File: config.mk
export PLATFORM = sky130hd
export DESIGN_NAME = ordered_list_append_delete_core
export DESIGN_NICKNAME = d
export VERILOG_FILES = /design/src/rtl/core/olad_pkg.sv /design/src/rtl/core/olad_datapath.sv /design/src/rtl/core/olad_ctrl.sv /design/src/rtl/core/ordered_list_append_delete_core.sv
export VERILOG_INCLUDE_DIRS = /design/src /design/src/rtl/core
export SDC_FILE = /design/constraint.sdc
export NUM_CORES = 1
export LEC_CHECK = 0
export ABC_AREA = 1
export BUFFER_PORTS_ARGS = -buffer_cell sky130_fd_sc_hd__clkbuf_2
export CAP_MARGIN = 0
export CORE_MARGIN = 2
export CORE_UTILIZATION = 30
export DETAILED_ROUTE_END_ITERATION = 6
export PLACE_DENSITY = 0.42
export SYNTH_ARGS = -nofsm -noshare
export SYNTH_HDL_FRONTEND = slang
export SYNTH_HIERARCHICAL = 1
export SYNTH_SLANG_ARGS = --single-unit
File: constraint.sdc
create_clock -name clk -period 7.5 [get_ports clk]
set_input_delay 0.375 -clock clk [delete_from_list [all_inputs] [get_ports clk]]
set_output_delay 0.375 -clock clk [all_outputs]
set_load 0.005 [all_outputs]
File: src/rtl/core/ordered_list_append_delete_core_assert.svh
// assertion macros shared by the ordered list core modules
`ifndef ORDERED_LIST_APPEND_DELETE_CORE_ASSERT_SVH
`define ORDERED_LIST_APPEND_DELETE_CORE_ASSERT_SVH

// same-cycle implication, sampled on clk, off during reset
`define OLAD_ASSERT_NOW(label, ante, cons) \
    label: assert property (@(posedge clk) disable iff (!rst_n) (ante) |-> (cons)) \
        else $error("olad assertion failed");

// next-cycle implication, sampled on clk, off during reset
`define OLAD_ASSERT_NEXT(label, ante, cons) \
    label: assert property (@(posedge clk) disable iff (!rst_n) (ante) |=> (cons)) \
        else $error("olad assertion failed");

`endif

File: src/rtl/core/olad_pkg.sv
// shared types and constants for the ordered list core
`default_nettype none

package olad_pkg;

    localparam int LIST_DEPTH = 32;
    localparam int ADDR_W     = $clog2(LIST_DEPTH);
    localparam int CNT_W      = $clog2(LIST_DEPTH + 1);

    localparam logic [1:0] CMD_APPEND = 2'd0;
    localparam logic [1:0] CMD_DELETE = 2'd1;
    localparam logic [1:0] CMD_DUMP   = 2'd2;

    typedef struct packed {
        logic [1:0]         command;
        logic signed [31:0] value;
    } in_item_t;

    typedef struct packed {
        logic signed [31:0] entry_value;
        logic               list_empty;
        logic               overflow_seen;
        logic               last_of_dump;
    } out_item_t;

    // controller to datapath
    typedef struct packed {
        logic append;      // append value at tail, or flag overflow when full
        logic load_value;  // capture the search value
        logic idx_clr;
        logic idx_inc;
        logic rd_en;       // read entry at idx (or idx+1) into read register
        logic rd_plus1;
        logic shift_wr;    // write read register into entry idx
        logic count_dec;
        logic out_load;    // load a dump result into the output register
    } dp_cmd_t;

    // datapath to controller
    typedef struct packed {
        logic cnt_zero;
        logic idx_last;    // idx + 1 >= count
        logic match;       // read register equals search value
        logic out_free;    // output register can take a new result this cycle
    } dp_status_t;

endpackage

`default_nettype wire

File: src/rtl/core/olad_datapath.sv
// list store, count, overflow flag, index and output register
`default_nettype none
`include "ordered_list_append_delete_core_assert.svh"

module olad_datapath (
    input  wire                  clk,
    input  wire                  rst_n,
    input  olad_pkg::dp_cmd_t    cmd,
    output olad_pkg::dp_status_t status,
    input  wire signed [31:0]    value,
    output logic                 out_valid,
    input  wire                  out_ready,
    output olad_pkg::out_item_t  out_data
);
    import olad_pkg::*;

    logic signed [31:0] mem [LIST_DEPTH];
    logic signed [31:0] rd_reg;
    logic signed [31:0] value_reg;
    logic [CNT_W-1:0]   count_reg;
    logic [CNT_W-1:0]   count_next;
    logic               overflow_reg;
    logic               overflow_next;
    logic [ADDR_W-1:0]  idx_reg;
    logic [ADDR_W-1:0]  idx_next;
    logic [ADDR_W-1:0]  idx_plus1;
    logic [ADDR_W-1:0]  rd_addr;
    logic               out_valid_reg;
    logic               out_valid_next;
    out_item_t          out_reg;
    logic               full;
    logic               wr_en;
    logic [ADDR_W-1:0]  wr_addr;
    logic signed [31:0] wr_data;

    assign full      = (count_reg == CNT_W'(LIST_DEPTH));
    assign idx_plus1 = idx_reg + ADDR_W'(1);
    assign rd_addr   = cmd.rd_plus1 ? idx_plus1 : idx_reg;

    assign status.cnt_zero = (count_reg == '0);
    assign status.idx_last = ((CNT_W'(idx_reg) + CNT_W'(1)) >= count_reg);
    assign status.match    = (rd_reg == value_reg);
    assign status.out_free = !out_valid_reg || out_ready;

    // append writes at the tail, a shift writes one place toward the head
    always_comb
    begin
        wr_en   = 1'b0;
        wr_addr = idx_reg;
        wr_data = rd_reg;
        if (cmd.append && !full)
        begin
            wr_en   = 1'b1;
            wr_addr = ADDR_W'(count_reg);
            wr_data = value;
        end
        else if (cmd.shift_wr)
        begin
            wr_en = 1'b1;
        end
    end

    always_ff @(posedge clk)
    begin
        if (wr_en)
        begin
            mem[wr_addr] <= wr_data;
        end
        if (cmd.rd_en)
        begin
            rd_reg <= mem[rd_addr];
        end
        if (cmd.load_value)
        begin
            value_reg <= value;
        end
        if (cmd.out_load)
        begin
            out_reg.entry_value   <= status.cnt_zero ? '0 : rd_reg;
            out_reg.list_empty    <= status.cnt_zero;
            out_reg.overflow_seen <= overflow_reg;
            out_reg.last_of_dump  <= status.cnt_zero || status.idx_last;
        end
    end

    always_comb
    begin
        count_next    = count_reg;
        overflow_next = overflow_reg;
        if (cmd.append)
        begin
            if (full)
            begin
                overflow_next = 1'b1;
            end
            else
            begin
                count_next = count_reg + CNT_W'(1);
            end
        end
        else if (cmd.count_dec)
        begin
            count_next = count_reg - CNT_W'(1);
        end
    end

    always_comb
    begin
        idx_next = idx_reg;
        if (cmd.idx_clr)
        begin
            idx_next = '0;
        end
        else if (cmd.idx_inc)
        begin
            idx_next = idx_plus1;
        end
    end

    always_comb
    begin
        out_valid_next = out_valid_reg;
        if (cmd.out_load)
        begin
            out_valid_next = 1'b1;
        end
        else if (out_ready)
        begin
            out_valid_next = 1'b0;
        end
    end

    always_ff @(posedge clk or negedge rst_n)
    begin
        if (!rst_n)
        begin
            count_reg     <= '0;
            overflow_reg  <= 1'b0;
            idx_reg       <= '0;
            out_valid_reg <= 1'b0;
        end
        else
        begin
            count_reg     <= count_next;
            overflow_reg  <= overflow_next;
            idx_reg       <= idx_next;
            out_valid_reg <= out_valid_next;
        end
    end

    assign out_valid = out_valid_reg;
    assign out_data  = out_reg;

    `OLAD_ASSERT_NEXT(a_overflow_sticky, overflow_reg, overflow_reg)
    `OLAD_ASSERT_NEXT(a_full_append_drops, cmd.append && full,
                      overflow_reg && $stable(count_reg))
    `OLAD_ASSERT_NOW(a_count_bounded, cmd.append || cmd.count_dec,
                     count_reg <= CNT_W'(LIST_DEPTH))

endmodule

`default_nettype wire

File: src/rtl/core/olad_ctrl.sv
// command sequencer for append, delete search and shift, and dump
`default_nettype none
`include "ordered_list_append_delete_core_assert.svh"

module olad_ctrl (
    input  wire                  clk,
    input  wire                  rst_n,
    input  wire                  in_valid,
    output logic                 in_ready,
    input  wire [1:0]            command,
    output olad_pkg::dp_cmd_t    cmd,
    input  olad_pkg::dp_status_t status
);
    import olad_pkg::*;

    typedef enum logic [2:0] {
        S_IDLE,
        S_SRCH_RD,
        S_SRCH_CMP,
        S_SHIFT_RD,
        S_SHIFT_WR,
        S_DUMP_RD,
        S_DUMP_OUT
    } state_t;

    state_t state_reg;
    state_t state_next;
    logic   accept;

    assign in_ready = (state_reg == S_IDLE);
    assign accept   = in_valid && in_ready;

    always_comb
    begin
        state_next = state_reg;
        cmd        = '0;
        unique case (state_reg)
            S_IDLE:
            begin
                if (accept)
                begin
                    unique case (command)
                        CMD_APPEND:
                        begin
                            cmd.append = 1'b1;
                        end
                        CMD_DELETE:
                        begin
                            cmd.load_value = 1'b1;
                            cmd.idx_clr    = 1'b1;
                            state_next     = status.cnt_zero ? S_IDLE : S_SRCH_RD;
                        end
                        CMD_DUMP:
                        begin
                            cmd.idx_clr = 1'b1;
                            state_next  = status.cnt_zero ? S_DUMP_OUT : S_DUMP_RD;
                        end
                        default:
                        begin
                            state_next = S_IDLE;
                        end
                    endcase
                end
            end
            S_SRCH_RD:
            begin
                cmd.rd_en  = 1'b1;
                state_next = S_SRCH_CMP;
            end
            S_SRCH_CMP:
            begin
                if (status.match)
                begin
                    state_next = S_SHIFT_RD;
                end
                else if (status.idx_last)
                begin
                    state_next = S_IDLE;
                end
                else
                begin
                    cmd.idx_inc = 1'b1;
                    state_next  = S_SRCH_RD;
                end
            end
            S_SHIFT_RD:
            begin
                if (status.idx_last)
                begin
                    cmd.count_dec = 1'b1;
                    state_next    = S_IDLE;
                end
                else
                begin
                    cmd.rd_en    = 1'b1;
                    cmd.rd_plus1 = 1'b1;
                    state_next   = S_SHIFT_WR;
                end
            end
            S_SHIFT_WR:
            begin
                cmd.shift_wr = 1'b1;
                cmd.idx_inc  = 1'b1;
                state_next   = S_SHIFT_RD;
            end
            S_DUMP_RD:
            begin
                cmd.rd_en  = 1'b1;
                state_next = S_DUMP_OUT;
            end
            S_DUMP_OUT:
            begin
                if (status.out_free)
                begin
                    cmd.out_load = 1'b1;
                    if (status.cnt_zero || status.idx_last)
                    begin
                        state_next = S_IDLE;
                    end
                    else
                    begin
                        cmd.idx_inc = 1'b1;
                        state_next  = S_DUMP_RD;
                    end
                end
            end
            default:
            begin
                state_next = S_IDLE;
            end
        endcase
    end

    always_ff @(posedge clk or negedge rst_n)
    begin
        if (!rst_n)
        begin
            state_reg <= S_IDLE;
        end
        else
        begin
            state_reg <= state_next;
        end
    end

    `OLAD_ASSERT_NOW(a_load_only_when_free, cmd.out_load, status.out_free)
    `OLAD_ASSERT_NOW(a_no_read_of_empty, cmd.rd_en, !status.cnt_zero)
    `OLAD_ASSERT_NEXT(a_dec_ends_delete, cmd.count_dec, state_reg == S_IDLE)

endmodule

`default_nettype wire

File: src/rtl/core/ordered_list_append_delete_core.sv
// top level of the ordered list core: append, delete first match, dump
//
// channels: in (in_valid/in_ready/in_data) carries one command and value per
//   transfer; out (out_valid/out_ready/out_data) carries dump results
// append and unknown commands finish in the accepting cycle and give no result
// delete reads and compares one entry at a time from the head, a read state
//   then a compare state per entry; on a hit it moves each later entry one place
//   toward the head with a read state and a write state per entry, then lowers
//   the entry count
// dump reads one entry and loads it into the output register once that register
//   is free, then reads the next, so it holds while the output register stays full;
//   an empty list gives one result with list_empty and last_of_dump set
// in_ready is high only between commands; after the last dump result is
//   loaded a new command is taken while that result still waits in out_data
// when the receiver stalls the dump holds in place, nothing is lost or repeated
// reset clears the entry count, the sticky overflow flag and out_valid; the
//   store itself is not cleared, entries past the count are never read
`default_nettype none

module ordered_list_append_delete_core (
    input  wire                 clk,
    input  wire                 rst_n,
    input  wire                 in_valid,
    output logic                in_ready,
    input  olad_pkg::in_item_t  in_data,
    output logic                out_valid,
    input  wire                 out_ready,
    output olad_pkg::out_item_t out_data
);
    import olad_pkg::*;

    dp_cmd_t    dp_cmd;
    dp_status_t dp_status;

    // sequencer: decodes each transfer and walks the store
    olad_ctrl u_ctrl (
        .clk      (clk),
        .rst_n    (rst_n),
        .in_valid (in_valid),
        .in_ready (in_ready),
        .command  (in_data.command),
        .cmd      (dp_cmd),
        .status   (dp_status)
    );

    // store, count, overflow flag and output register
    olad_datapath u_datapath (
        .clk       (clk),
        .rst_n     (rst_n),
        .cmd       (dp_cmd),
        .status    (dp_status),
        .value     (in_data.value),
        .out_valid (out_valid),
        .out_ready (out_ready),
        .out_data  (out_data)
    );

endmodule

`default_nettype wire
### Yosys cells after proc, flatten, opt, wreduce, memory -nomap -nowiden

Memory sizes are Yosys's and may differ from the RTL's. A register that Yosys moved wholly into a read port is not among the register bits.
Cells that the tools add are included.

| word-level totals | value |
|---|---|
| flip-flop bits (word level) | 83 |
| RAM bits | 1024 |
| input bits | 38 |
| output and inout port bits | 37 |
| word-level logic and storage cells | 89 |
| memories kept | 1 |

Memories:

| memory | depth | bits a word | read ports | clocked after memory_dff | write ports | line | RTL |
|---|---|---|---|---|---|---|---|
| u_datapath.mem | 32 | 32 | 1 | 1 | 1 | olad_datapath.sv:17 | `logic signed [31:0] mem [LIST_DEPTH];` |

| cells by class | value |
|---|---|
| add/subtract/negate cells | 4 |
| $lt $le $gt $ge | 1 |
| equal/unequal tests | 14 |
| multiplexer cells | 42 |
| reductions and logical operators | 17 |

Operators with widths:

| operator | count |
|---|---|
| $eq A32 B32 Y1 | 1 |
| $mux W32 | 1 |
| $mux W1 | 21 |
| $mux W3 | 7 |
| $pmux W3 S7 | 1 |
| $mux W5 | 4 |
| $mux W6 | 3 |
| $eq A3 B3 Y1 const B | 3 |
| $pmux W3 S3 | 1 |
| $ne A2 B2 Y1 const B | 4 |
| $add A5 B1 Y6 const B | 1 |
| $add A6 B1 Y6 const B | 1 |
| $eq A3 B2 Y1 const B | 2 |
| $eq A6 B6 Y1 const B | 1 |
| $ge A6 B6 Y1 | 1 |
| $logic_not A6 Y1 | 1 |
| $reduce_bool A2 Y1 | 3 |
| $sub A6 B1 Y6 const B | 1 |
| $add A5 B1 Y5 const B | 1 |
| $mux W2 | 2 |
| $reduce_and A2 Y1 | 2 |
| $reduce_or A2 Y1 | 2 |
| $eq A3 B1 Y1 const B | 1 |
| $logic_not A3 Y1 | 1 |
| 9 further kinds | 12 |

### Longest topological paths before layout

| logic depth | value |
|---|---|
| depth after elaboration | 9 |
| depth in mapped cells | 25 |
| mapped depth without buffers | 21 |

### Hierarchy

Netlist, hierarchy kept.

Modules (own cells, without submodules):

| module | instances | cells an instance | area an instance (µm²) | seq. area each (µm²) |
|---|---|---|---|---|
| olad_datapath | 1 | 4829 | 50136.8 | 34047.7 |
| olad_ctrl | 1 | 69 | 396.6 | 75.1 |

### Worst setup path before layout

No wires, ideal clock.

| path | value |
|---|---|
| kind | flip-flop to flip-flop |
| from | register u_datapath.idx_reg[0] |
| to | register u_datapath.rd_reg[0] (read register of u_datapath.mem) (enable) |
| library setup time | 0.466 ns |
| arrival time | 3.921 ns |
| required time | 7.034 ns |
| path slack | 3.113 ns |
| cell stages (with the launch flop) | 12 |
| path buffers | 0 |
| clock period less this slack | 4.387 ns |
| cell sequence | dfrtp_1 > ha_1 > nand2_1 > o21ai_1 > nand2_1 > inv_1 > ha_1 > nand2_1 > inv_1 > o211ai_1 > nand3_1 > o21ai_0 |

RTL lines:

| what | line | RTL |
|---|---|---|
| from (decl) | olad_datapath.sv:24 | `logic [ADDR_W-1:0] idx_reg;` |
| from (signal assigned) | olad_datapath.sv:146 | `idx_reg <= idx_next;` |
| to (decl) | olad_datapath.sv:18 | `logic signed [31:0] rd_reg;` |

==> flow_summary.toml <==
[sta]
hold_viol = 0
slew_viol_final = 0
period_share_pct = 72.77
finalCriticalPeriod_ps = 5458
rsz0062_at_grt = "no"
final.setup.tns_ps = 0
finalSetupViolCount = 0
max_freq_ghz = 0.1832
hold_slack_ps = 96.52
tightest_slew_ps = 1189
relSlewSlack_pct = 20.54
fin_skew_ps = 27.63
fin_ws_ps = 2042

[final_layout]
drive_gt1_share_pct = 8.766
final_util_pct = 34.85
largest_reg_flops = 1024
fin_cells = 7292
top_register = "u_datapath/mem"
diodes = 0
synthToLayoutAreaGrowth_pct = 15.31
nNetsFinal = 5046

[logic_synthesis]
ys_top_cells_by_area = "edfxtp_1, nand3_1, inv_1"
synth_seq_area_share_pct = 67.53
synth.most_common_cell = "edfxtp_1"
async_reset_ff_share_pct = 1.405
syn-mean-instance-area_sq_um = 10.32
synth_common_cells = "edfxtp_1, nand3_1, inv_1"
ys_ff_latch = 1139
synth_area_sq_mm = 0.05053
syn_nets = 4951
synth_top_area_share_pct = 66.73
syn_inst = 4898
synth-main-ff-cell = "edfxtp_1"
ys_types = 34
synth_top_cell_by_area = "edfxtp_1"
synth_edf_count = 1123
ys_warn_count = 6

[clock_network]
clk_path_buf_depth = 3
clock-sinks = 1139
ctsResizeCount = 0
root_buffer = "clkbuf_16"
insertion_delay_ps = 770
cts_setup_buffers = 0
htree_levels = 4
cts_buffers = 131
cts_tree = "yes"
hold_buffers = 35
clk_pin_slew_worst_paths_ps = 60

[drt]
drcViolationCount = 0
routedWlPerCell_um = 22.71
antenna_left = 0
highest_layer = "met4"
wirelength_mm = 165.6
met3_length_mm = 8.720
drt_first_pass_iters = 5
viasPerCell = 4.667
drtIter0Drc = 3167
vias = 34030
wl_met2_mm = 76.10
met1Wirelength_mm = 77.27

[floorplanning]
row_count = 150
io_pins = 75
core_sq_mm = 0.1672
initial_core_util_pct = 30.22
fp.dieW_um = 414.4
die_area_sq_mm = 0.1717
dieHeight_um = 414.4

[pwr]
share_seq_of_total_power_pct = 40.3
p_int_w = 0.01318
sw_frac_of_total_pct = 35.96
power.leakage_nw = 24.40
peakVddDrop_mv = 0.2665
pwr-share-comb_pct = 30.0
power_density_mw_per_mm2 = 353.3
p_sw_w = 0.007402
clockPowerShare_pct = 29.7

[global_route]
grt_pass1_vias = 32880
grtUsageTotal_pct = 19.11
antenna_found_initial = 7
globalRoute.totalOverflow = 0
grt_max_degree = 147
grt_pass1_wl_mm = 238.5

[setup_path]
startpoint_type = "flop"
arrival_ps = 5980
crit_path_end_kind = "flop"
crit_path_max_fanout = 80
cp_data_required_time_ps = 8020
worstSetupPathType = "flop to flop"

[worst_hold_path]
hold_class = "input pin to asynchronous set/reset pin"

[placed_design]
port_buffers = 74
gp_congestion = 0.7737
dp.cells = 7029
dpl_worst_slack_ps = 2065
detailed_place_hpwl_mm = 88.68

[outcome]
status = "completed"

[flow_run]
cap_violations = 0
==> power groups by stage <==
| stage | Clock [W] | Sequential, W | Combinational [W] |
|---|---|---|---|
| finish | 0.00611 | 0.00830 | 0.00617 |
| global route | 0.00651 | 0.00832 | 0.00682 |
| CTS | 0.00628 | 0.00830 | 0.00622 |
| detailed placement | 0 | 0.00843 | 0.00618 |
| global placement | 0 | 0.00844 | 0.00616 |
| floorplan | 0 | 0.00830 | 0.00385 |
==> through the flow <==
| step | area, sq um | total power (W) |
|---|---|---|
| after detailed placement | 53920 | 0.01461 |
| after CTS | 58270 | 0.02080 |
| after global placement | 53920 | 0.01460 |
| final | 58270 | 0.02059 |
| after global routing | 58270 | 0.02164 |
| after floorplan | 50530 | 0.01215 |
==> routing by layer <==
layer / GRT usage, % / vias up
met5: 0 / -
met2: 30.49 / 966
li1: - / 16110
met4: 5.110 / 0
met3: 2.597 / 189
met1: 27.23 / 16770
==> kinds of logic after synthesis <==
logic type	synth area share, %
AND/OR/NAND/NOR	20.30
buffers and inverters	10.31
flip-flops	67.52
AO/OA/AOI/OAI	0.5249
XOR/XNOR	0.5026
multiplexers	0.4457
adder cells (fa/ha/maj)	0.3863
==> worst paths after layout <==
path                                              start                     end  slack (ps)  cells past startpoint
min in group clk                            in_data[33]     u_ctrl/state_reg[1]         220                      6
worst min-delay path                              rst_n   u_datapath/idx_reg[3]         100                      2
worst min register to register  u_datapath/overflow_reg  u_datapath/out_data[1]         450                      0
worst max-delay path              u_datapath/idx_reg[0]   u_datapath/rd_reg[24]        2040                     22
worst max register to register    u_datapath/idx_reg[0]   u_datapath/rd_reg[24]        2040                     22
max in group asynchronous                         rst_n   u_datapath/idx_reg[0]        7080                      2
==> critical path, cell delays in order (launching register included) <==
cell	delay (ps)
dfrtp_1	550
ha_1	270
nand2_1	80
o21ai_1	150
nand2_1	130
inv_1	80
ha_1	220
nand2_1	90
inv_1	60
o211ai_1	110
nand3_1	230
nor2_2	680
nand2_4	380
nand2_4	770
buf_12	450
buf_4	340
nand2_1	80
nand3_1	70
nand3_1	90
nand3_1	140
nand2_1	70
nand2_1	50
nand2_1	60
==> layout make-up <==
cell class | instances | area (sq um)
Multi-Input combinational cell | 2420 | 11630
Tap cell | 2204 | 2758
Timing Repair Buffer | 212 | 1669
Inverter | 1089 | 4091
Clock inverter | 58 | 395.4
Sequential cell | 1139 | 34120
Fill cell | 16750 | 109000
Clock buffer | 170 | 3603
==> layout by cell type, fill, tap and decap left out, drive strengths merged <==
cell,netlist,routed
nand3,1106,1106
inv,1089,1090
a21oi,18,18
o22ai,4,4
mux2,20,20
buf,146,103
clkbuf,104,244
ha,14,14
fa,1,1
nor2,75,75
o21bai,1,1
xor2,5,5
edfxtp,1123,1123
or2,9,9
nor3,5,5
clkinv,0,52
bufinv,0,5
dfrtp,16,16
xnor2,24,24
nand2,1067,1067
o21ai,21,21
nand4,15,15
nand3b,32,32
dlygate4sd3,0,35
o211ai,2,2
o21a,1,1
No activity file was read; power rests on OpenSTA's default activity.
